`src/rtl/prer_mem.sv`:
```
// Simple dual-port synchronous memory with registered read data.
// Used for the slot records and the beacon ring; no dependencies.
`timescale 1ns / 1ps
`default_nettype none
module prer_mem #(
	parameter int WIDTH = 8,
	parameter int AW = 8
) (
	input  wire logic             clk,
	input  wire logic             we,
	input  wire logic [AW-1:0]    waddr,
	input  wire logic [WIDTH-1:0] wdata,
	input  wire logic             re,
	input  wire logic [AW-1:0]    raddr,
	output logic      [WIDTH-1:0] rdata
);
	logic [WIDTH-1:0] mem [1 << AW];

	always_ff @(posedge clk) begin
		if (we) begin
			mem[waddr] <= wdata;
		end
		if (re) begin
			rdata <= mem[raddr];
		end
	end
endmodule
`default_nettype wire

```
`config.mk`:
```
export PLATFORM = sky130hd
export DESIGN_NAME = prer_mem
export DESIGN_NICKNAME = d
export VERILOG_FILES = /design/src/rtl/prer_mem.sv
export SDC_FILE = /design/constraint.sdc
export NUM_CORES = 2
export LEC_CHECK = 0
export BUFFER_PORTS_ARGS = -buffer_cell sky130_fd_sc_hd__buf_2
export CAP_MARGIN = 20
export CORE_MARGIN = 4
export CORE_UTILIZATION = 45
export DETAILED_ROUTE_END_ITERATION = 8
export GPL_TIMING_DRIVEN = 0
export SYNTH_ARGS = -nofsm -noshare
export SYNTH_HDL_FRONTEND = slang
export SYNTH_SLANG_ARGS = --single-unit
```
`constraint.sdc`:
```
create_clock -name clk -period 6.6 [get_ports clk]
set_clock_uncertainty 0.2 [all_clocks]
set_input_delay 0 -clock clk [delete_from_list [all_inputs] [get_ports clk]]
set_output_delay 0 -clock clk [all_outputs]
set_load 0.01 [all_outputs]
```
==> flow_summary.json <==
{
  "critPathSlowestCell": "clkbuf_1",
  "area_growth_pct": 13.3,
  "grt_setup_unrepaired": "no",
  "cts_buffers": 202,
  "p_clk_share_pct": 40.5,
  "cp_cell_sequence": "buf_2, buf_2, and2_1, buf_1, clkbuf_1, a22oi_1, a21oi_1, nor4_1, buf_2, nor4_1",
  "critical_path_class": "in2reg",
  "drc": 0,
  "setup_tns_ps": 0,
  "hold_viol_final": 0,
  "grt_max_degree": 161,
  "drtIter0Drc": 6733,
  "boundaryPins": 35,
  "cts_resized": 0,
  "fmax_mhz": 233,
  "final_common_cell": "edfxtp_1",
  "num_vias": 41900,
  "p_int_mw": 20.9,
  "status": "finished, final reports clean",
  "port-buffer-count": 27,
  "finalCritPeriodShare_pct": 65.1,
  "dr.pass1.iters": 6,
  "routabilityCongestion": 0.928,
  "critical-path-max-stage-delay_ps": 1000,
  "seq_area_frac_synth_pct": 77.5,
  "layout_common_cells": "edfxtp_1, mux4_2, nor2_1, clkbuf_16, clkbuf_1",
  "ys.flop_type": "edfxtp_1",
  "pwr-share-comb_pct": 5.9,
  "worst_hold_path_type": "in2reg",
  "core_sq_um": 176000,
  "fin_nets": 4087,
  "slew_viol_final": 0,
  "grt_usage_pct": 26.2,
  "crit_fanout": 10,
  "grt_pass1_vias": 40800,
  "cts_max_path_buffers": 3,
  "synth_area_sq_um": 79600,
  "syn_nets": 3760,
  "die_width_um": 429,
  "numClockSinks": 2056,
  "share_seq_of_total_power_pct": 53.5,
  "multi_input_area_sq_um": 16500,
  "synth_seq_cells": 2056,
  "tightestPinTransition_ps": 1260,
  "htreeDepth": 4,
  "drive_above_1_share_pct": 22.4,
  "hpwl_um": 166000,
  "power_density_nw_per_um2": 298,
  "required_ps": 6890,
  "synth_edf_count": 2056,
  "clkTransAtPathRegs_ps": 60,
  "cts_tree": "built",
  "syn_avg_cell_area_sq_um": 21.3,
  "cp_data_arrival_time_ps": 4590,
  "fp-row-count": 154,
  "switchingPower_mw": 6.01,
  "async_flop_share_pct": 0,
  "routed_via_density": 6.39,
  "ant_nets": 0,
  "grt_pass1_wl_um": 334000,
  "seq_area_sq_um": 61700,
  "antenna_found_initial": 11,
  "startpoint_type": "input pin",
  "synth_cells": 3733,
  "die_area_sq_um": 184000,
  "wirelength_um": 243000,
  "clockRootBuffer": "clkbuf_16",
  "clock_latency_ps": 850,
  "wl_per_cell_um": 37.0,
  "num-fill-cells": 14000,
  "yosys.cell_types.count": 54,
  "maxCapViolations": 0,
  "start_util_pct": 45.2,
  "ys_warn_count": 0,
  "fin_crit_ps": 4300,
  "irDropWorstVdd_uv": 241,
  "die_y_um": 429,
  "leakage_nw": 27.8,
  "slew_headroom_pct": 15.8,
  "swShare_pct": 22.3,
  "endpoint_kind": "flop",
  "final_core_util_pct": 51.2,
  "overflow": 0,
  "finalSetupViolations": 0,
  "cpMostUsedCell": "buf_2"
}
per-stage QoR:
step | power [mW] | worst slack (ps) | hold slack [ps] | area [sq um] | std cells
floorplan | 15.4 | 4320 | -101 | 79600 | 3733
CTS | 27.0 | 2480 | 9.41 | 90200 | 6554
finish | 26.9 | 2300 | 25.9 | 90200 | 6563
detailed placement | 16.2 | 1590 | 150 | 83800 | 6167
global placement | 16.2 | 1230 | 139 | 82700 | 6100
global route | 27.6 | 2500 | 36.8 | 90200 | 6556
final timing paths:
path,startpoint,to,slack (ps),cells after the start
max,raddr[2],rdata[4],2300,10
min,wdata[6],mem[248][6],30,2
max reg2reg,mem[80][5],rdata[5],2670,7
min reg2reg,mem[32][5],rdata[5],1280,7
metal layers:
| metal | track usage (%) | part of all wire, % |
|---|---|---|
| met3 | 6.46 | 11 |
| met5 | 0 | 0.024 |
| met1 | 37.3 | 39 |
| met2 | 38.9 | 45 |
| met4 | 11.3 | 4.8 |
Yosys cell counts (all sizes together) (6+ instances only):
cell type | instances | share of area (%)
a211oi | 16 | 0.15
a21oi | 96 | 0.60
a221oi | 14 | 0.16
a22o | 8 | 0.088
a22oi | 133 | 1.3
and2 | 6 | 0.047
buf | 122 | 1.3
clkbuf | 111 | 0.52
edfxtp | 2056 | 78
mux2i | 134 | 1.7
mux4 | 456 | 13
nand2 | 33 | 0.16
nand2b | 8 | 0.063
nand3 | 34 | 0.21
nand4 | 10 | 0.079
nor2 | 282 | 1.3
nor2b | 31 | 0.24
nor3 | 22 | 0.14
nor4 | 27 | 0.24
o211ai | 10 | 0.094
o21ai | 12 | 0.075
o221ai | 47 | 0.52
o22ai | 28 | 0.22
state kept, by name (all words and copies together) (netlist names):
register,flops
rdata,8
mem,2048
timing repair:
action | CTS | global route
hold buffers | 27 | 0
endpoints found under the hold margin | 2253 | 0
setup buffers | 0 | 0
kinds of logic after synthesis:
group	after synthesis	share of synthesized area, %
AOI/OAI and AO/OA	385	3.42
DFF	2056	77.5
muxes	591	14.6
and+or+nand+nor	466	2.63
buffers and inverters	235	1.83
power by group through the flow:
stage / Sequential, mW / Clock, mW / Combinational, mW
2_1_floorplan: 14.7 / 0 / 0.699
3_3_place_gp: 14.7 / 0 / 1.47
3_5_place_dp: 14.7 / 0 / 1.55
4_1_cts: 14.4 / 11.0 / 1.57
5_1_grt: 14.4 / 11.6 / 1.63
6_report: 14.4 / 10.9 / 1.59
final cells by class:
type / count / area share, %
tap: 2340 / 3.24
inverter: 2 / 0.00832
clock buffer: 257 / 5.90
timing repair buffer: 123 / 1.66
antenna: 7 / 0.0194
clock inverter: 103 / 0.878
buffer: 233 / 1.63
multi-input combinational: 1442 / 18.2
sequential: 2056 / 68.4
critical path, delay by kind of cell:
family | cells | cell delay, ps
buffers and inverters | 5 | 2650
and+or+nand+nor | 3 | 1100
AOI/OAI and AO/OA | 2 | 810
Power figures use the tool's default switching activity.
