===== config.mk =====
export PLATFORM = sky130hd
export DESIGN_NAME = prer_div
export DESIGN_NICKNAME = d
export VERILOG_FILES = /design/src/rtl/prer_div.sv
export SDC_FILE = /design/constraint.sdc
export NUM_CORES = 1
export LEC_CHECK = 0
export BUFFER_PORTS_ARGS = -buffer_cell sky130_fd_sc_hd__buf_2
export CORE_MARGIN = 2
export CORE_UTILIZATION = 53
export DETAILED_ROUTE_END_ITERATION = 10
export PLACE_DENSITY = 0.91
export SLEW_MARGIN = 20
export SYNTH_ARGS = -nofsm -noshare
export SYNTH_HDL_FRONTEND = slang
export SYNTH_SLANG_ARGS = --single-unit

===== constraint.sdc =====
create_clock -name clk -period 5 [get_ports clk]
set_input_delay 0.5 -clock clk [delete_from_list [all_inputs] [get_ports clk]]
set_output_delay 0.5 -clock clk [all_outputs]
set_load 0.05 [all_outputs]

===== src/rtl/prer_div.sv =====
// Restoring divider, one quotient bit per cycle, for the mean beacon gap.
// No dependencies.
`timescale 1ns / 1ps
`default_nettype none
module prer_div #(
	parameter int DW = 35,
	parameter int VW = 3
) (
	input  wire logic          clk,
	input  wire logic          arst_n,
	input  wire logic          start,
	input  wire logic [DW-1:0] dividend,
	input  wire logic [VW-1:0] divisor,
	output logic               done,
	output logic      [DW-1:0] quot
);
	localparam int CTW = $clog2(DW + 1);

	logic [DW-1:0]  quo_q;
	logic [VW-1:0]  rem_q;
	logic [CTW-1:0] cnt_q;
	logic           done_q;
	logic [VW:0]    shifted;

	assign shifted = {rem_q, quo_q[DW-1]};
	assign done = done_q;
	assign quot = quo_q;

	always_ff @(posedge clk or negedge arst_n) begin
		if (!arst_n) begin
			cnt_q <= '0;
			done_q <= 1'b0;
		end else begin
			done_q <= 1'b0;
			if (start) begin
				quo_q <= dividend;
				rem_q <= '0;
				cnt_q <= CTW'(DW);
			end else if (cnt_q != '0) begin
				if (shifted >= {1'b0, divisor}) begin
					rem_q <= VW'(shifted - {1'b0, divisor});
					quo_q <= {quo_q[DW-2:0], 1'b1};
				end else begin
					rem_q <= shifted[VW-1:0];
					quo_q <= {quo_q[DW-2:0], 1'b0};
				end
				cnt_q <= cnt_q - CTW'(1);
				if (cnt_q == CTW'(1)) begin
					done_q <= 1'b1;
				end
			end
		end
	end
endmodule
`default_nettype wire


==> results of run 1 <==
registers in the layout (all words and copies together), names as in the netlist:
register  flops
cnt_q         6
done          1
quot         35
rem_q         3
final timing paths:
kind                                            from  cells past startpoint                   end  slack, ns
max in group asynchronous                     arst_n                      1  cnt_q[4]$_DFFE_PN0P_       4.74
worst min register to register    quot[18]$_DFFE_PP_                      1    quot[19]$_DFFE_PP_       0.57
worst min-delay path                          arst_n                      1  cnt_q[5]$_DFFE_PN0P_       0.06
worst max register to register  cnt_q[0]$_DFFE_PN0P_                      5    quot[25]$_DFFE_PP_       2.82
worst max-delay path                           start                      3    quot[25]$_DFFE_PP_       2.70
min in group clk                        dividend[22]                      2    quot[22]$_DFFE_PP_       0.51
cells by family after synthesis:
| kind of cell | count (synthesis) | share of synthesized area |
|---|---|---|
| xor+xnor | 5 | 0.0206 |
| compound gates | 8 | 0.0294 |
| flops | 45 | 0.620 |
| mux | 37 | 0.196 |
| fa+ha+maj | 7 | 0.0448 |
| simple gates | 23 | 0.0630 |
| buf+inv | 12 | 0.0271 |
Yosys cell counts:
cell      number
buf_1          1
and2_1         1
dfrtp_1        7
mux2_2        35
buf_2          4
nor3_1         4
nor4_2         1
and3_2         1
xnor2_1        2
nand3_1        2
a21o_1         1
a211oi_1       1
a21oi_1        2
nand2b_1       3
fa_1           1
edfxtp_1      38
o21a_1         2
xor2_1         3
mux2i_1        1
ha_1           6
or3_4          1
nor2_1         3
inv_1          6
or2_1          1
nand4_1        1
nor2_2         2
mux2_1         1
o211ai_1       1
nand2_1        3
a221oi_2       1
buf_6          1
where the power goes:
part / internal, W / leakage [nW] / switching, W
logic: 0.0000652 / 0.622 / 0.000122
registers: 0.000442 / 0.458 / 0.0000164
clock network: 0.0000941 / 0.0430 / 0.000115
metrics by stage:
stage / cell area, µm² / hold slack [ns] / total power [W] / std cells / worst slack [ns]
finish: 2620 / 0.0623 / 0.000855 / 266 / 2.70
global route: 2620 / 0.0745 / 0.000892 / 266 / 2.52
CTS: 2620 / 0.0665 / 0.000863 / 266 / 2.68
detailed placement: 2540 / 0.384 / 0.000654 / 258 / 2.36
global placement: 2540 / 0.378 / 0.000651 / 258 / 2.40
floorplan: 2120 / 0.204 / 0.000605 / 137 / 2.72
cell type report:
type / instances / area [µm²]
timing repair buffer: 77 / 388
inverter: 6 / 22.5
multi-input combinational: 80 / 751
sequential: 45 / 1320
tap: 50 / 62.6
clock inverter: 3 / 12.5
clock buffer: 5 / 68.8
fill: 280 / 1290
per-layer routing:
| metal | global-route usage | up-vias |
|---|---|---|
| met3 | 0.0533 | 8 |
| li1 | - | 658 |
| met5 | 0 | - |
| met1 | 0.249 | 627 |
| met4 | 0.0944 | 0 |
| met2 | 0.243 | 55 |
==> metrics.csv, run 1 <==
metric,value,unit
finalCoreUtilization,0.670,
wirelength,3.75,mm
post_synth_main_area_contributors,"edfxtp_1 54%, mux2_2 19%, dfrtp_1 8.2%",
final_common_cell,buf_2,
num_vias,1348,
yosysTopAreaCell,edfxtp_1,
n_antenna_cell,0,
die_area,4530,µm²
mostFrequentLayoutCells,"76 x buf_2, 38 x edfxtp_1, 35 x mux2_2",
clkSinkCount,45,
viasPerCell,5.07,
crit_required,4.98,ns
grt_pass1_vias,1249,
drive_gt1_frac,0.574,
syn_area,2120,µm²
maxSlewViolCount,0,
worst-slew-pin-transition,0.917,ns
grt_max_degree,47,
maxSlewHeadroom,0.389,
synth_top_area_share,0.537,
critPathTopFamily,buffers and inverters,
startpoint_type,input port,
critPathArrivalTime,2.28,ns
io_pins,77,
slowest_delay,0.69,ns
crit_fanout,46,
antenna_found_initial,0,
track_usage,0.176,
met2WireLength,1.64,mm
power.density,326,nW/µm²
ant_nets,0,
fin_crit,2.30,ns
syn_inst,137,
cts-root-buf,clkbuf_8,
post_cts_resized,0,
cts_setup_buffers,0,
worstHoldPathType,input port to asynchronous set/reset pin,
num_rows,23,
crit_chain,buf_2 > o21a_1 > buf_4,
tns,0,ns
top_layer,met4,
tritoncts,yes,
setup_viol,0,
p_leak,1.12,nW
syn_to_final_growth,23.4,%
wl_met1,1.75,mm
grt_overflow,0,
fmax,435,MHz
dieHeight,67.3,µm
fin_skew,0.00235,ns
ys_ff_latch,45,
rsz0062_at_grt,false,
ys_seq_area_frac,0.620,
finalHoldViolCount,0,
outcome,completed,
hold_buffers,0,
drcViolationCount,0,
drt-initial-drc-count,46,
core-area,3910,µm²
slowest_stage,buf_2,
syn-num-nets,185,
io_buffers,76,
synth.avg_cell_area,15.5,µm²
end_kind,register,
htree_levels,2,
wl_per_cell,14.1,µm
hpwl,2.74,mm
ctsLongestPathBuffers,2,
gp_congestion,0.738,
ys_types,31,
finalCritPeriodShare,0.460,
synth_warnings,0,
route.met3.wl,305,µm
grt_pass1_wl,5.80,mm
initial_core_util,0.543,
path_buf_inv,2,
peakVddDrop,0.000228,V
maxCapViolations,0,
dr.pass1.iters,4,
cts_inserted_buffers,5,
worstSetupPathType,input port to register,
fin_nets,263,
clk_pin_slew,0.08,ns
dieWidth,67.3,µm
insertion_delay,0.29,ns
Note: power is estimated with default switching activity, not from simulation.
==> inputs of run 2 (changes only) <==
--- a/config.mk
+++ b/config.mk
@@ -5,11 +5,12 @@
 export SDC_FILE = /design/constraint.sdc
 export NUM_CORES = 1
 export LEC_CHECK = 0
+export ABC_AREA = 1
 export BUFFER_PORTS_ARGS = -buffer_cell sky130_fd_sc_hd__buf_2
 export CORE_MARGIN = 2
-export CORE_UTILIZATION = 53
+export CORE_UTILIZATION = 44
 export DETAILED_ROUTE_END_ITERATION = 10
-export PLACE_DENSITY = 0.91
+export PLACE_DENSITY = 0.81
 export SLEW_MARGIN = 20
 export SYNTH_ARGS = -nofsm -noshare
 export SYNTH_HDL_FRONTEND = slang
==> constraint.sdc (replaced) <==
create_clock -name clk -period 2.05 [get_ports clk]
set_input_delay 0.205 -clock clk [delete_from_list [all_inputs] [get_ports clk]]
set_output_delay 0.205 -clock clk [all_outputs]
set_load 0.05 [all_outputs]
==> run 2 against run 1 <==
Effect of this change: core utilization decreased by 9.5 points; die area increased by 21%; sequential power increased to 2.6 times the previous value; worst hold slack improved by 0.11 ns; via count increased by 30%; clock power increased to 2.6 times the previous value; first-iteration DRC count increased by 120%; routed wire length increased by 16%; non-clock buffer count increased by 5; combinational power increased to 3.4 times the previous value; worst setup slack got worse by 2.5 ns.
==> metrics.csv, run 2 <==
metric,value,unit,change
wirelength,4.35,mm,+16%
finalCritPeriodShare,0.889,,
fin_nets,356,,+35%
dieHeight,74.2,µm,+10%
cts-root-buf,clkbuf_8,,
dp_cells,367,,+42%
worstHoldPathType,input port to register,,
synth_most_common_cell,nand2_1,,
outcome,completed,,
syn_area,2170,µm²,+1.9%
p_leak,1.38,nW,+23%
maxCapViolations,0,,unchanged
viasPerCell,4.66,,-8.1%
end_kind,register,,
ctsLongestPathBuffers,2,,unchanged
io_pins,77,,unchanged
drt-initial-drc-count,100,,+120%
fmax,549,MHz,
insertion_delay,0.30,ns,about the same
power.density,876,nW/µm²,+170%
async_flop_share,0.156,,unchanged
r2r-start,quot[34]$_DFFE_PP_,,
syn-num-nets,275,,+49%
tns,0,ns,unchanged
die_area,5500,µm²,+21%
clkSinkCount,45,,unchanged
clk_pin_slew,0.08,ns,about the same
crit_chain,inv_1 > ha_1 > fa_1 > inv_1 > nand2_1 > nand3_1 > nand2_1 > nand3_1 > nand2_1,,
layoutNonFillerInstCount,376,,+41%
antenna_found_initial,0,,unchanged
maxSlewHeadroom,0.695,,+0.307
crit_required,2.10,ns,-2.88 ns
n_antenna_cell,0,,unchanged
num_rows,25,,+8.7%
final_common_cell,nand2_1,,
num_vias,1752,,+30%
synth-main-ff-cell,edfxtp_1,,
yosysTopAreaCell,edfxtp_1,,
maxSlewViolCount,0,,unchanged
hpwl,3.25,mm,+19%
syn_to_final_growth,25.4,%,
worst-slew-pin-transition,0.456,ns,-0.461 ns
synth_top_area_share,0.527,,-0.0102
gp_congestion,0.790,,+7.0%
worstSetupPathType,register to register,,
drcViolationCount,0,,unchanged
largest_reg_flops,35,,unchanged
grt_overflow,0,,unchanged
hold_ws,0.172,ns,+0.110 ns
syn_inst,227,,+66%
grt_max_degree,28,,-40%
rr_endpoint,rem_q[1]$_SDFFCE_PP0P_,,
track_usage,0.169,,-0.00665
rrSetupSlack,0.23,ns,-2.59 ns
mostFrequentLayoutCells,"127 x nand2_1, 76 x buf_2, 38 x edfxtp_1",,
ant_nets,0,,unchanged
finalHoldViolCount,0,,unchanged
finalCoreUtilization,0.575,,-0.0947
worst_path_most_repeated_cell,nand2_1,,
ys_ff_latch,45,,unchanged
startpoint,quot[34]$_DFFE_PP_,,
hold_path_end,quot[31]$_DFFE_PP_,,
rr_worst_depth,9,,+4
crit_fanout,4,,-91%
synth_commonest_cells,"127 x nand2_1, 38 x edfxtp_1, 9 x inv_1, 8 x nor2_1, 7 x dfrtp_1",,
synth.avg_cell_area,9.54,µm²,-38%
fin_skew,0.00888,ns,+0.00653 ns
peakVddDrop,0.000457,V,+100%
drive_gt1_frac,0.307,,-0.267
holdPathStages,3,,
fin_crit,1.82,ns,
io_buffers,76,,unchanged
setup_viol,0,,unchanged
startpoint_type,register,,
synth_edf_count,38,,unchanged
core-area,4720,µm²,+21%
slowest_stage,fa_1,,
min_from,dividend[31],,
wl_per_cell,11.6,µm,-18%
synth_warnings,0,,unchanged
ys_types,19,,-39%
dr.pass1.iters,5,,+1
ys_seq_area_frac,0.608,,-0.0118
grt_pass1_wl,7.18,mm,+24%
dieWidth,74.2,µm,+10%
post_synth_main_area_contributors,"edfxtp_1 53%, nand2_1 22%, dfrtp_1 8.1%",,
slowest_delay,0.40,ns,-0.29 ns
initial_core_util,0.459,,-0.0843
critPathArrivalTime,1.87,ns,-0.41 ns
htree_levels,2,,unchanged
tritoncts,yes,,
grt_pass1_vias,1644,,+32%
rsz0062_at_grt,false,,
cts_inserted_buffers,5,,unchanged
[run 2: changes by cell type in the layout (fill, tap and decap cells not counted), moves of 4 or more]
cell and change:
buf_4 +4, mux2_2 -35, nand2_1 +124, nand4_1 +4
nor2_1 +4, nor3_1 -4
[run 2: report_power, final]
part	total (W)	switching (W)	internal, W
clock	0.000534	0.000292	0.000241
sequential	0.00120	0.0000844	0.00112
combinational	0.000642	0.000443	0.000199
total	0.00238	0.000819	0.00156
[run 2: stage by stage]
| stage | setup slack [ns] | area (µm²) | total power (W) |
|---|---|---|---|
| 2_1_floorplan | 0.0356 | 2170 | 0.00171 |
| 3_3_place_gp | 0.372 | 2620 | 0.00185 |
| 3_5_place_dp | 0.241 | 2620 | 0.00187 |
| 4_1_cts | 0.228 | 2720 | 0.00239 |
| 5_1_grt | 0.0827 | 2720 | 0.00250 |
| 6_report | 0.228 | 2720 | 0.00238 |
[run 2: what timing repair did]
action | in CTS | in global routing
hold buffers | 1 | 0
setup buffers | 0 | 0
endpoints found under the hold margin | 7 | 0
setup endpoints to repair | 0 | 0
resized for setup | 0 | 0
[run 2: kinds of logic (layout without fill, tap and decap cells)]
kind of cell | Yosys count | count (layout) | synth area share
flops | 45 | 45 | 0.608
simple gates | 150 | 150 | 0.284
xor+xnor | 4 | 4 | 0.0162
buf+inv | 19 | 101 | 0.0433
compound gates | 2 | 2 | 0.00462
fa+ha+maj | 7 | 7 | 0.0439
[run 2: critical path: cells and delay by family, from the launching register on]
kind                     cells  cell delay (ns)
buffers and inverters        2             0.15
AND/OR/NAND/NOR              5             0.47
flip-flops                   1             0.36
adder cells (fa/ha/maj)      2             0.60
[run 2: cell type report]
| type | instances | area (µm²) |
|---|---|---|
| clock inverters | 1 | 7.51 |
| fillers | 425 | 2010 |
| multi-input cells | 163 | 763 |
| flip-flops and latches | 45 | 1320 |
| inverters | 11 | 41.3 |
| clock buffers | 7 | 76.3 |
| repair buffers | 82 | 428 |
| well taps | 67 | 83.8 |
[run 2: how the worst max path moves through the flow]
stage / endpoint / slack [ns]
final: rem_q[1]$_SDFFCE_PP0P_ / 0.23
after global routing: rem_q[1]$_SDFFCE_PP0P_ / 0.08
after CTS: rem_q[1]$_SDFFCE_PP0P_ / 0.23
after detailed placement: rem_q[1]$_SDFFCE_PP0P_ / 0.24
after global placement: rem_q[1]$_SDFFCE_PP0P_ / 0.37
after floorplan: rem_q[0]$_SDFFCE_PP0P_ / 0.04
[run 2: layer usage]
layer / GRT usage / up-vias / share of wire
met5: 0 / - / 0
met4: 0.0485 / 0 / 0.012
met3: 0.0434 / 8 / 0.059
met2: 0.275 / 63 / 0.47
met1: 0.226 / 795 / 0.46
li1: - / 886 / -
